==> src/hw/rtl/bba_pkg.sv <==
// Shared types and constants of the buddy block allocator.
// Holds the FSM state type, status codes and block mark encodings.
// No dependencies.
package bba_pkg;

	typedef enum logic [3:0] {
		S_CLEAR,
		S_IDLE,
		S_DEC,
		S_SCAN_A,
		S_SEG,
		S_SPLIT_RD,
		S_SPLIT_WR,
		S_SCAN_E,
		S_MARK,
		S_MERGE,
		S_DONE
	} state_t;

	localparam logic [2:0] STAT_OK      = 3'd0;
	localparam logic [2:0] STAT_TOO_BIG = 3'd1;
	localparam logic [2:0] STAT_NOSPACE = 3'd2;
	localparam logic [2:0] STAT_BAD_OFF = 3'd3;
	localparam logic [2:0] STAT_BAD_CFG = 3'd4;

	localparam logic FUNC_FREE = 1'b1;

	// mark bit 0: allocated, bit 1: end of block
	localparam int MARK_ALLOC_BIT = 0;
	localparam int MARK_END_BIT   = 1;
	localparam logic [1:0] MARK_NONE  = 2'b00;
	localparam logic [1:0] MARK_ALLOC = 2'b01;
	localparam logic [1:0] MARK_END   = 2'b10;

	localparam logic REG_MIN_ORDER  = 1'b0;
	localparam logic REG_HEAP_ORDER = 1'b1;

	typedef struct packed {
		logic is_free;
		logic too_large;
		logic bad_off;
	} dec_flags_t;

endpackage

==> src/hw/rtl/bba_ram.sv <==
// Generic simple dual-port RAM: one write port, one registered read port.
// No dependencies.
module bba_ram #(
	parameter int WIDTH = 2,
	parameter int DEPTH = 256,
	localparam int AW = $clog2(DEPTH)
) (
	input  logic             clk,
	input  logic             we,
	input  logic [AW-1:0]    waddr,
	input  logic [WIDTH-1:0] wdata,
	input  logic [AW-1:0]    raddr,
	output logic [WIDTH-1:0] rdata
);

	logic [WIDTH-1:0] mem_q [DEPTH];
	logic [WIDTH-1:0] rdata_q;

	always_ff @(posedge clk) begin
		if (we) begin
			mem_q[waddr] <= wdata;
		end
		rdata_q <= mem_q[raddr];
	end

	assign rdata = rdata_q;

endmodule

==> src/hw/rtl/bba_req_dec.sv <==
// Request decoder: rounds the allocate size to a block order and turns the
// free offset into a block index. Registered on the accepted beat.
// Depends on bba_pkg.
module bba_req_dec #(
	parameter int LOG_MAX_BLOCKS = 8,
	localparam int IW = LOG_MAX_BLOCKS,
	localparam int CW = LOG_MAX_BLOCKS + 1,
	localparam int OW = $clog2(LOG_MAX_BLOCKS + 1)
) (
	input  logic                clk,
	input  logic                en,
	input  logic                func,
	input  logic [31:0]         request_bytes,
	input  logic [31:0]         free_offset,
	input  logic [4:0]          min_order,
	input  logic [5:0]          heap_order,
	input  logic [CW-1:0]       n,
	output bba_pkg::dec_flags_t flags,
	output logic [OW-1:0]       c,
	output logic [IW-1:0]       fidx
);
	import bba_pkg::*;

	logic [31:0] xm1;
	logic [5:0]  k;
	logic [5:0]  km;
	logic [5:0]  min6;
	logic [31:0] shifted;

	dec_flags_t    flags_q;
	logic [OW-1:0] c_q;
	logic [IW-1:0] fidx_q;

	assign xm1     = request_bytes - 32'd1;
	assign min6    = {1'b0, min_order};
	assign shifted = free_offset >> min_order;

	// bit length of size - 1 gives the rounded order
	always_comb begin
		k = '0;
		for (int b = 0; b < 32; b++) begin
			if (xm1[b]) begin
				k = 6'(b + 1);
			end
		end
		if (request_bytes == 32'd0) begin
			k = '0;
		end
	end

	assign km = (k < min6) ? min6 : k;

	always_ff @(posedge clk) begin
		if (en) begin
			flags_q.is_free   <= (func == FUNC_FREE);
			flags_q.too_large <= (km > heap_order);
			flags_q.bad_off   <= (shifted >= 32'(n));
			c_q               <= OW'(km - min6);
			fidx_q            <= shifted[IW-1:0];
		end
	end

	assign flags = flags_q;
	assign c     = c_q;
	assign fidx  = fidx_q;

endmodule

==> src/hw/rtl/buddy_block_allocator.sv <==
// Buddy block allocator: top level and request sequencer; needs bba_pkg, bba_ram, bba_req_dec.
// Throughput: one request at a time, set by the single read port of the mark memory.
// Reset and every register write start a clearing pass over all 2^LOG_MAX_BLOCKS mark entries;
// no request is taken then.
module buddy_block_allocator #(
	parameter int LOG_MAX_BLOCKS = 8
) (
	input  logic        clk,
	input  logic        arst_n,
	// configuration write port
	input  logic        wr_en,
	input  logic        wr_index,
	input  logic [5:0]  wr_data,
	// request channel
	input  logic        in_valid,
	output logic        in_stall,
	input  logic        func,
	input  logic [31:0] request_bytes,
	input  logic [31:0] free_offset,
	// result channel
	output logic        out_valid,
	input  logic        out_stall,
	output logic [2:0]  status,
	output logic [31:0] offset,
	output logic [8:0]  blocks
);
	import bba_pkg::*;

	localparam int MAXB = 1 << LOG_MAX_BLOCKS;
	localparam int IW   = LOG_MAX_BLOCKS;
	localparam int CW   = LOG_MAX_BLOCKS + 1;
	localparam int OW   = $clog2(LOG_MAX_BLOCKS + 1);
	localparam int SW   = $clog2(LOG_MAX_BLOCKS + 2);

	// configuration
	logic [4:0]    min_q;
	logic [5:0]    heap_q;
	logic [5:0]    diff;
	logic          cfg_ok;
	logic [OW-1:0] ordn;
	logic [CW-1:0] n;
	logic [IW-1:0] nm1;

	assign diff   = heap_q - {1'b0, min_q};
	assign cfg_ok = (heap_q <= 6'd32) && (heap_q >= {1'b0, min_q}) &&
	                (diff <= 6'(LOG_MAX_BLOCKS));
	assign ordn   = cfg_ok ? diff[OW-1:0] : '0;
	assign n      = cfg_ok ? (CW'(1) << ordn) : '0;
	assign nm1    = IW'(n - CW'(1));

	// sequencer registers
	state_t        state_q, state_d;
	logic [CW-1:0] rd_q, rd_d;
	logic          v_s1;
	logic [IW-1:0] j_s1;
	logic [CW-1:0] run_q, run_d;
	logic          wok_q, wok_d;
	logic          wfound_q, wfound_d;
	logic [IW-1:0] wst_q, wst_d;
	logic [IW-1:0] seg_q, seg_d;
	logic [IW-1:0] base_q, base_d;
	logic [CW-1:0] cc_q, cc_d;
	logic [SW-1:0] s_q, s_d;
	logic          any_q, any_d;
	logic [SW-1:0] lw_q, lw_d;
	logic [CW-1:0] clr_q, clr_d;
	logic [OW-1:0] c_q, c_d;
	logic [2:0]    rs_q, rs_d;
	logic [31:0]   ro_q, ro_d;
	logic [8:0]    rb_q, rb_d;
	logic          out_valid_q;
	logic [2:0]    out_status_q;
	logic [31:0]   out_off_q;
	logic [8:0]    out_blk_q;
	logic          issue;
	logic          load_out;
	logic          accept;

	// memory port
	logic          we;
	logic [IW-1:0] waddr;
	logic [1:0]    wdata;
	logic [IW-1:0] raddr;
	logic [1:0]    rdata;

	// decoder outputs
	dec_flags_t    dflags;
	logic [OW-1:0] dec_c;
	logic [IW-1:0] dec_fidx;

	assign in_stall = (state_q != S_IDLE);
	assign accept   = in_valid && !in_stall;

	bba_ram #(
		.WIDTH(2),
		.DEPTH(MAXB)
	) u_marks (
		.clk  (clk),
		.we   (we),
		.waddr(waddr),
		.wdata(wdata),
		.raddr(raddr),
		.rdata(rdata)
	);

	bba_req_dec #(
		.LOG_MAX_BLOCKS(LOG_MAX_BLOCKS)
	) u_dec (
		.clk          (clk),
		.en           (accept),
		.func         (func),
		.request_bytes(request_bytes),
		.free_offset  (free_offset),
		.min_order    (min_q),
		.heap_order   (heap_q),
		.n            (n),
		.flags        (dflags),
		.c            (dec_c),
		.fidx         (dec_fidx)
	);

	// next state, memory control and datapath updates
	always_comb begin
		logic [CW-1:0] count;
		logic [IW-1:0] mask;
		logic          fr;
		logic [CW-1:0] run_n;
		logic          last;
		logic          hit;
		logic [IW-1:0] pos;
		logic          ok_n;
		logic          hitw;
		logic [IW-1:0] wstart;
		logic [CW-1:0] cc_n;
		logic [CW-1:0] sh;
		logic [CW-1:0] sh_m1;
		logic [IW-1:0] e;
		logic [CW-1:0] w;
		logic [IW-1:0] wm;
		logic          any_n;
		logic [SW-1:0] lw_n;

		count  = CW'(1) << c_q;
		mask   = IW'(count - CW'(1));
		fr     = !rdata[MARK_ALLOC_BIT];
		run_n  = fr ? (run_q + CW'(1)) : '0;
		last   = (j_s1 == nm1);
		hit    = rdata[MARK_END_BIT] && fr && (run_n == count);
		pos    = j_s1 & mask;
		ok_n   = ((pos == '0) || wok_q) && (rdata == MARK_NONE);
		hitw   = (state_q == S_SCAN_A) && (pos == mask) && ok_n && !wfound_q;
		wstart = j_s1 & ~mask;
		cc_n   = cc_q + CW'(1);
		sh     = cc_q >> s_q;
		sh_m1  = sh - CW'(1);
		e      = seg_q + sh_m1[IW-1:0];
		w      = CW'(1) << lw_q;
		wm     = IW'(w - CW'(1));
		any_n  = ((j_s1 & wm) != '0 && any_q) || rdata[MARK_ALLOC_BIT];
		lw_n   = lw_q + SW'(1);

		state_d  = state_q;
		rd_d     = rd_q;
		issue    = 1'b0;
		raddr    = rd_q[IW-1:0];
		we       = 1'b0;
		waddr    = j_s1;
		wdata    = MARK_NONE;
		run_d    = run_q;
		wok_d    = wok_q;
		wfound_d = wfound_q;
		wst_d    = wst_q;
		seg_d    = seg_q;
		base_d   = base_q;
		cc_d     = cc_q;
		s_d      = s_q;
		any_d    = any_q;
		lw_d     = lw_q;
		clr_d    = clr_q;
		c_d      = c_q;
		rs_d     = rs_q;
		ro_d     = ro_q;
		rb_d     = rb_q;
		load_out = 1'b0;

		unique case (state_q)
			S_CLEAR: begin
				// sweep every entry, leaving only the last end mark
				we    = 1'b1;
				waddr = clr_q[IW-1:0];
				wdata = (n != '0 && clr_q == n - CW'(1)) ? MARK_END : MARK_NONE;
				clr_d = clr_q + CW'(1);
				if (clr_q == CW'(MAXB - 1)) begin
					state_d = S_IDLE;
				end
			end
			S_IDLE: begin
				if (accept) begin
					state_d = S_DEC;
				end
			end
			S_DEC: begin
				ro_d = '0;
				rb_d = '0;
				if (!cfg_ok) begin
					rs_d    = STAT_BAD_CFG;
					state_d = S_DONE;
				end else if (dflags.is_free) begin
					if (dflags.bad_off) begin
						rs_d    = STAT_BAD_OFF;
						state_d = S_DONE;
					end else begin
						seg_d   = dec_fidx;
						rd_d    = CW'(dec_fidx);
						cc_d    = '0;
						state_d = S_SEG;
					end
				end else if (dflags.too_large) begin
					rs_d    = STAT_TOO_BIG;
					state_d = S_DONE;
				end else begin
					c_d      = dec_c;
					rd_d     = '0;
					run_d    = '0;
					wok_d    = 1'b0;
					wfound_d = 1'b0;
					state_d  = S_SCAN_A;
				end
			end
			S_SCAN_A, S_SCAN_E: begin
				issue = (rd_q < n);
				if (issue) begin
					rd_d = rd_q + CW'(1);
				end
				if (v_s1) begin
					if (hit) begin
						// exact free block of the wanted size
						base_d  = j_s1 - mask;
						rd_d    = CW'(j_s1 - mask);
						state_d = S_MARK;
					end else begin
						run_d = rdata[MARK_END_BIT] ? '0 : run_n;
						wok_d = ok_n;
						if (hitw) begin
							wfound_d = 1'b1;
							wst_d    = wstart;
						end
						if (last) begin
							if (state_q == S_SCAN_A && (wfound_q || hitw)) begin
								seg_d   = hitw ? wstart : wst_q;
								rd_d    = CW'(hitw ? wstart : wst_q);
								cc_d    = '0;
								state_d = S_SEG;
							end else begin
								rs_d    = STAT_NOSPACE;
								ro_d    = '0;
								rb_d    = '0;
								state_d = S_DONE;
							end
						end
					end
				end
			end
			S_SEG: begin
				// walk to the end mark; a free also drops the allocated marks
				issue = (rd_q < n);
				if (issue) begin
					rd_d = rd_q + CW'(1);
				end
				if (v_s1) begin
					cc_d = cc_n;
					if (dflags.is_free) begin
						we    = 1'b1;
						wdata = rdata & ~MARK_ALLOC;
					end
					if (rdata[MARK_END_BIT] || last) begin
						if (dflags.is_free) begin
							rs_d  = STAT_OK;
							ro_d  = '0;
							rb_d  = 9'(cc_n);
							lw_d  = SW'(1);
							any_d = 1'b0;
							rd_d  = '0;
							state_d = (ordn == '0) ? S_DONE : S_MERGE;
						end else begin
							s_d     = SW'(1);
							state_d = S_SPLIT_RD;
						end
					end
				end
			end
			S_SPLIT_RD: begin
				// halve the segment leftward until the wanted size
				if (sh >= count) begin
					raddr   = e;
					state_d = S_SPLIT_WR;
				end else begin
					rd_d    = '0;
					run_d   = '0;
					state_d = S_SCAN_E;
				end
			end
			S_SPLIT_WR: begin
				we      = 1'b1;
				waddr   = e;
				wdata   = rdata | MARK_END;
				s_d     = s_q + SW'(1);
				state_d = S_SPLIT_RD;
			end
			S_MARK: begin
				issue = (rd_q < CW'(base_q) + count);
				if (issue) begin
					rd_d = rd_q + CW'(1);
				end
				if (v_s1) begin
					we    = 1'b1;
					wdata = rdata | MARK_ALLOC;
					if (j_s1 == base_q + mask) begin
						rs_d    = STAT_OK;
						ro_d    = 32'(base_q) << min_q;
						rb_d    = 9'(count);
						state_d = S_DONE;
					end
				end
			end
			S_MERGE: begin
				// one pass per pair width, smallest first
				issue = (rd_q < n);
				if (issue) begin
					rd_d = rd_q + CW'(1);
				end
				if (v_s1) begin
					any_d = any_n;
					if ((j_s1 & wm) == wm && rdata == MARK_END && !any_n) begin
						we    = 1'b1;
						waddr = j_s1 - IW'(w >> 1);
						wdata = MARK_NONE;
					end
					if (last) begin
						lw_d = lw_n;
						rd_d = '0;
						if (lw_n > SW'(ordn)) begin
							state_d = S_DONE;
						end
					end
				end
			end
			S_DONE: begin
				if (!out_valid_q || !out_stall) begin
					load_out = 1'b1;
					state_d  = S_IDLE;
				end
			end
			default: begin
				state_d = S_IDLE;
			end
		endcase
	end

	// control state
	always_ff @(posedge clk or negedge arst_n) begin
		if (!arst_n) begin
			state_q     <= S_CLEAR;
			clr_q       <= '0;
			v_s1        <= 1'b0;
			out_valid_q <= 1'b0;
			min_q       <= 5'd8;
			heap_q      <= 6'd16;
		end else begin
			if (wr_en) begin
				// any register write reinitializes the heap
				unique case (wr_index)
					REG_MIN_ORDER:  min_q  <= wr_data[4:0];
					REG_HEAP_ORDER: heap_q <= wr_data;
					default: ;
				endcase
				state_q <= S_CLEAR;
				clr_q   <= '0;
				v_s1    <= 1'b0;
			end else begin
				state_q <= state_d;
				clr_q   <= clr_d;
				v_s1    <= issue && (state_d == state_q);
			end
			if (load_out) begin
				out_valid_q <= 1'b1;
			end else if (!out_stall) begin
				out_valid_q <= 1'b0;
			end
		end
	end

	// datapath registers
	always_ff @(posedge clk) begin
		rd_q     <= rd_d;
		j_s1     <= rd_q[IW-1:0];
		run_q    <= run_d;
		wok_q    <= wok_d;
		wfound_q <= wfound_d;
		wst_q    <= wst_d;
		seg_q    <= seg_d;
		base_q   <= base_d;
		cc_q     <= cc_d;
		s_q      <= s_d;
		any_q    <= any_d;
		lw_q     <= lw_d;
		c_q      <= c_d;
		rs_q     <= rs_d;
		ro_q     <= ro_d;
		rb_q     <= rb_d;
		if (load_out) begin
			out_status_q <= rs_q;
			out_off_q    <= ro_q;
			out_blk_q    <= rb_q;
		end
	end

	assign out_valid = out_valid_q;
	assign status    = out_status_q;
	assign offset    = out_off_q;
	assign blocks    = out_blk_q;

endmodule
==> config.mk <==
export PLATFORM = sky130hd
export DESIGN_NAME = buddy_block_allocator
export DESIGN_NICKNAME = d
export VERILOG_FILES = /design/src/hw/rtl/bba_pkg.sv /design/src/hw/rtl/bba_ram.sv /design/src/hw/rtl/bba_req_dec.sv /design/src/hw/rtl/buddy_block_allocator.sv
export SDC_FILE = /design/constraint.sdc
export NUM_CORES = 2
export LEC_CHECK = 0
export BUFFER_PORTS_ARGS = -buffer_cell sky130_fd_sc_hd__clkbuf_2
export CORE_MARGIN = 5
export CORE_UTILIZATION = 57
export CTS_CLUSTER_DIAMETER = 30
export DETAILED_ROUTE_END_ITERATION = 16
export PLACE_DENSITY = 0.83
export SYNTH_ARGS = -nofsm -noshare
export SYNTH_HDL_FRONTEND = slang
export SYNTH_SLANG_ARGS = --single-unit
==> constraint.sdc <==
create_clock -name clk -period 13.6 [get_ports clk]
set_clock_uncertainty 0.1 [all_clocks]
set_input_delay 1.36 -clock clk [delete_from_list [all_inputs] [get_ports clk]]
set_output_delay 1.36 -clock clk [all_outputs]
set_load 0.01 [all_outputs]
==> flow_summary_export.csv <==
group,metric,value,unit
power,peakVddDrop,0.1078,mV
logic_synthesis,ys_top_cells_by_area,"edfxtp_1 (53%), nand2_1 (5.1%), nor2_1 (4.3%), ha_1 (4.3%), mux2i_1 (3.4%)",
floorplan,coreArea,67280,sq um
timing,hold_viol_final,0,
logic_synthesis,netlist_top_cells_count,"edfxtp_1 (681), nand2_1 (522), nor2_1 (448)",
layout,area_delta_synth_final,14.20,%
worst_setup_path,path_cells,"mux2_2, o21ai_0, nor2_1, a21oi_1, or2_2, inv_1, ha_1, nand3_1, o31ai_1, nand3_1, nand2_4, buf_12, nand2_1, a32oi_1, a31oi_1, nor4_1, nand2_1, o311ai_0",
min_path,min_path_type,"reg -> reg",
clock_tree,cts_setup_buffers,0,
logic_synthesis,syn-num-nets,3832,
worst_setup_path,worstSetupStartpointType,"flop",
drt,initialDrtViolationCount,4218,
global_route,grt_start_max_net_pins,193,
worst_setup_path,crit_type,"reg -> reg",
timing,setup_viol,0,
worst_setup_path,cp_slowest_stage_delay,1.01,ns
power,leakage,15.48,nW
floorplan,die_w,270.6,um
layout,nFillCells,4712,
clock_tree,cts_max_path_buffers,3,
layout,multi_input_comb_area,16170,sq um
worst_setup_path,required,14.07,ns
floorplan,fp.dieArea,73200,sq um
drt,ant_nets,0,
timing,period_share,0.5299,
global_route,grt_usage,0.2880,
layout,diodes,0,
clock_tree,htree_levels,3,
timing,fin_tns_setup,0,ns
clock_tree,clock_latency,0.70,ns
timing,max_freq,138.8,MHz
outcome,outcome,"complete, no violations",
drt,dr.pass1.iters,8,
drt,via_per_inst,6.580,
global_route,overflow,0,
logic_synthesis,yosysTopAreaCell,"edfxtp_1",
logic_synthesis,asyncSetResetFlopFracSynth,0.03626,
worst_setup_path,arrival,7.68,ns
timing,worstMarginPinSlew,1.331,ns
drt,vias,30720,
logic_synthesis,netlist-cell-type-count,95,
logic_synthesis,syn_area_per_cell,10.70,sq um
clock_tree,cts_sinks,717,
timing,min_period,7.207,ns
power,power_density,134.6,nW/um^2
layout,fin_nets,3906,
logic_synthesis,synth_ff_type,"edfxtp_1",
timing,fin_ws,6.393,ns
floorplan,io-pin-count,123,
logic_synthesis,synth_top_area_frac,0.5285,
flow_run,max_cap_viol_count,0,
logic_synthesis,synth-seq-cells,717,
global_route,antenna_found_initial,0,
placed_design,dpl.hpwl,69870,um
timing,rsz0062_at_grt,"no",
drt,drc,0,
timing,slew_headroom,0.1129,
logic_synthesis,synth_edf_count,681,
logic_synthesis,synth_most_common_cell,"edfxtp_1",
logic_synthesis,synth_area,38700,sq um
floorplan,chipHeight,270.6,um
drt,drt_wl_total,110200,um
clock_tree,cts-root-buf,"clkbuf_16",
drt,wire_per_inst,23.60,um
logic_synthesis,yosys_warnings,0,
logic_synthesis,synth_cells,3616,
logic_synthesis,seq_area_frac_synth,0.5505,
layout,layout-drive-gt1-share,0.1244,
clock_tree,path_clk_slew,0.06,ns
floorplan,num_rows,95,
placed_design,placement.setup.worst_slack,6.415,ns
layout,layout.area.seq,21300,sq um
worst_setup_path,cp-end-kind,"flop",
placed_design,port_buffers,122,
global_route,grt_pass1_wl,168000,um
clock_tree,ctsHoldBuffers,0,
clock_tree,cts_made_buffers,120,
timing,final_max_slew_viol_count,0,
clock_tree,ctsResizeCount,0,
placed_design,place_congestion,0.9953,
worst_setup_path,slowest_stage,"nand2_4",
worst_setup_path,crit_fanout,192,
clock_tree,cts_tree,"built",
floorplan,start_util,0.5752,
global_route,grt_pass1_vias,29810,
flip-flops by register name, indices dropped and copies added, names as in the netlist, 3 cells and up:
name / flops
run_q: 9
s_q: 4
u_dec.c: 4
u_dec.flags: 3
clr_q: 9
rb_q: 9
wst_q: 8
status: 3
seg_q: 8
rd_q: 9
state_q: 4
lw_q: 4
base_q: 8
offset: 32
blocks: 9
heap_q: 6
rs_q: 3
c_q: 4
u_marks.mem_q: 512
ro_q: 32
cc_q: 9
j_s1: 8
u_dec.fidx: 8
min_q: 5
layout by cell type (no fill, tap or decap), types with 33 or more instances in the layout:
cell	count
clkbuf_16	121
and3_1	42
mux2i_1	129
ha_1	132
edfxtp_1	681
a31oi_1	49
clkbuf_2	122
xor2_1	42
buf_4	38
nand2b_1	39
nor3_1	49
nand4_1	33
nand3_1	139
a21oi_1	144
nor2_1	448
nor2b_1	42
a32oi_1	87
nor4_1	37
inv_1	115
nand2_1	521
o21ai_0	121
xnor2_1	76
a211oi_1	43
per-layer routing:
metal | share of wire | vias to the layer above | GRT usage
met5 | 0 | - | 0
met4 | 0.054 | 0 | 0.1330
met3 | 0.12 | 486 | 0.07531
met2 | 0.46 | 2073 | 0.4593
met1 | 0.37 | 14610 | 0.3724
li1 | - | 13540 | -
power by group:
part	switching [mW]	internal, mW	leakage, nW
sequential	0.0147	2.40	5.73
clock	1.16	1.98	2.04
combinational	0.252	0.146	7.71
total	1.42	4.52	15.5
logic make-up (layout without fill, tap and decap cells):
family                   Yosys count  after routing  synth area share
AND/OR/NAND/NOR                 1467           1467            0.1742
flip-flops                       717            717            0.5505
AO/OA/AOI/OAI                    677            677            0.1197
buffers and inverters            327            506           0.03353
multiplexers                     171            171           0.04899
adder cells (fa/ha/maj)          139            139           0.04630
XOR/XNOR                         118            118           0.02671
critical path: cells and delay by family, from the launching register on:
family          cells  cell delay, ns
compound gates      6            1.73
fa+ha+maj           1            0.28
buf+inv             2            0.81
flops               1            0.67
mux                 1            0.40
simple gates        8            2.96
area by class of cell:
class	count	area share
tap	873	0.02472
clock buffer	129	0.06920
inverter	118	0.01002
multi-input combinational	2572	0.3658
clock inverter	98	0.02744
sequential	717	0.4821
timing repair buffer	161	0.02073
through the flow:
stage / cell area, sq um / instances / hold WS, ns / utilization / total power [mW]
2_1_floorplan: 38700 / 3616 / 0.3003 / - / 2.735
3_3_place_gp: 39920 / 4441 / 0.3008 / 0.5934 / 2.833
3_5_place_dp: 39920 / 4441 / 0.3045 / 0.5934 / 2.839
4_1_cts: 44190 / 4668 / 0.3008 / 0.6569 / 5.942
5_1_grt: 44190 / 4668 / 0.3132 / 0.6569 / 6.098
6_report: 44190 / 4668 / 0.3064 / 0.6569 / 5.948
worst paths after layout:
kind / slack [ns] / to / startpoint / cells after the start
min in group asynchronous: 0.69 / v_s1$_DFF_PN0_ / arst_n / 1
max in group asynchronous: 12.17 / min_q[1]$_DFFE_PN0P_ / arst_n / 1
worst max register to register: 6.39 / u_marks.rdata[1]$_DFF_P_ / s_q[0]$_SDFFCE_PN1P_ / 18
worst min-delay path: 0.31 / c_q[3]$_DFFE_PP_ / u_dec.c[3]$_DFFE_PP_ / 0
worst max-delay path: 6.39 / u_marks.rdata[1]$_DFF_P_ / s_q[0]$_SDFFCE_PN1P_ / 18
worst min register to register: 0.31 / c_q[3]$_DFFE_PP_ / u_dec.c[3]$_DFFE_PP_ / 0
No activity file was read; power rests on OpenSTA's default activity.
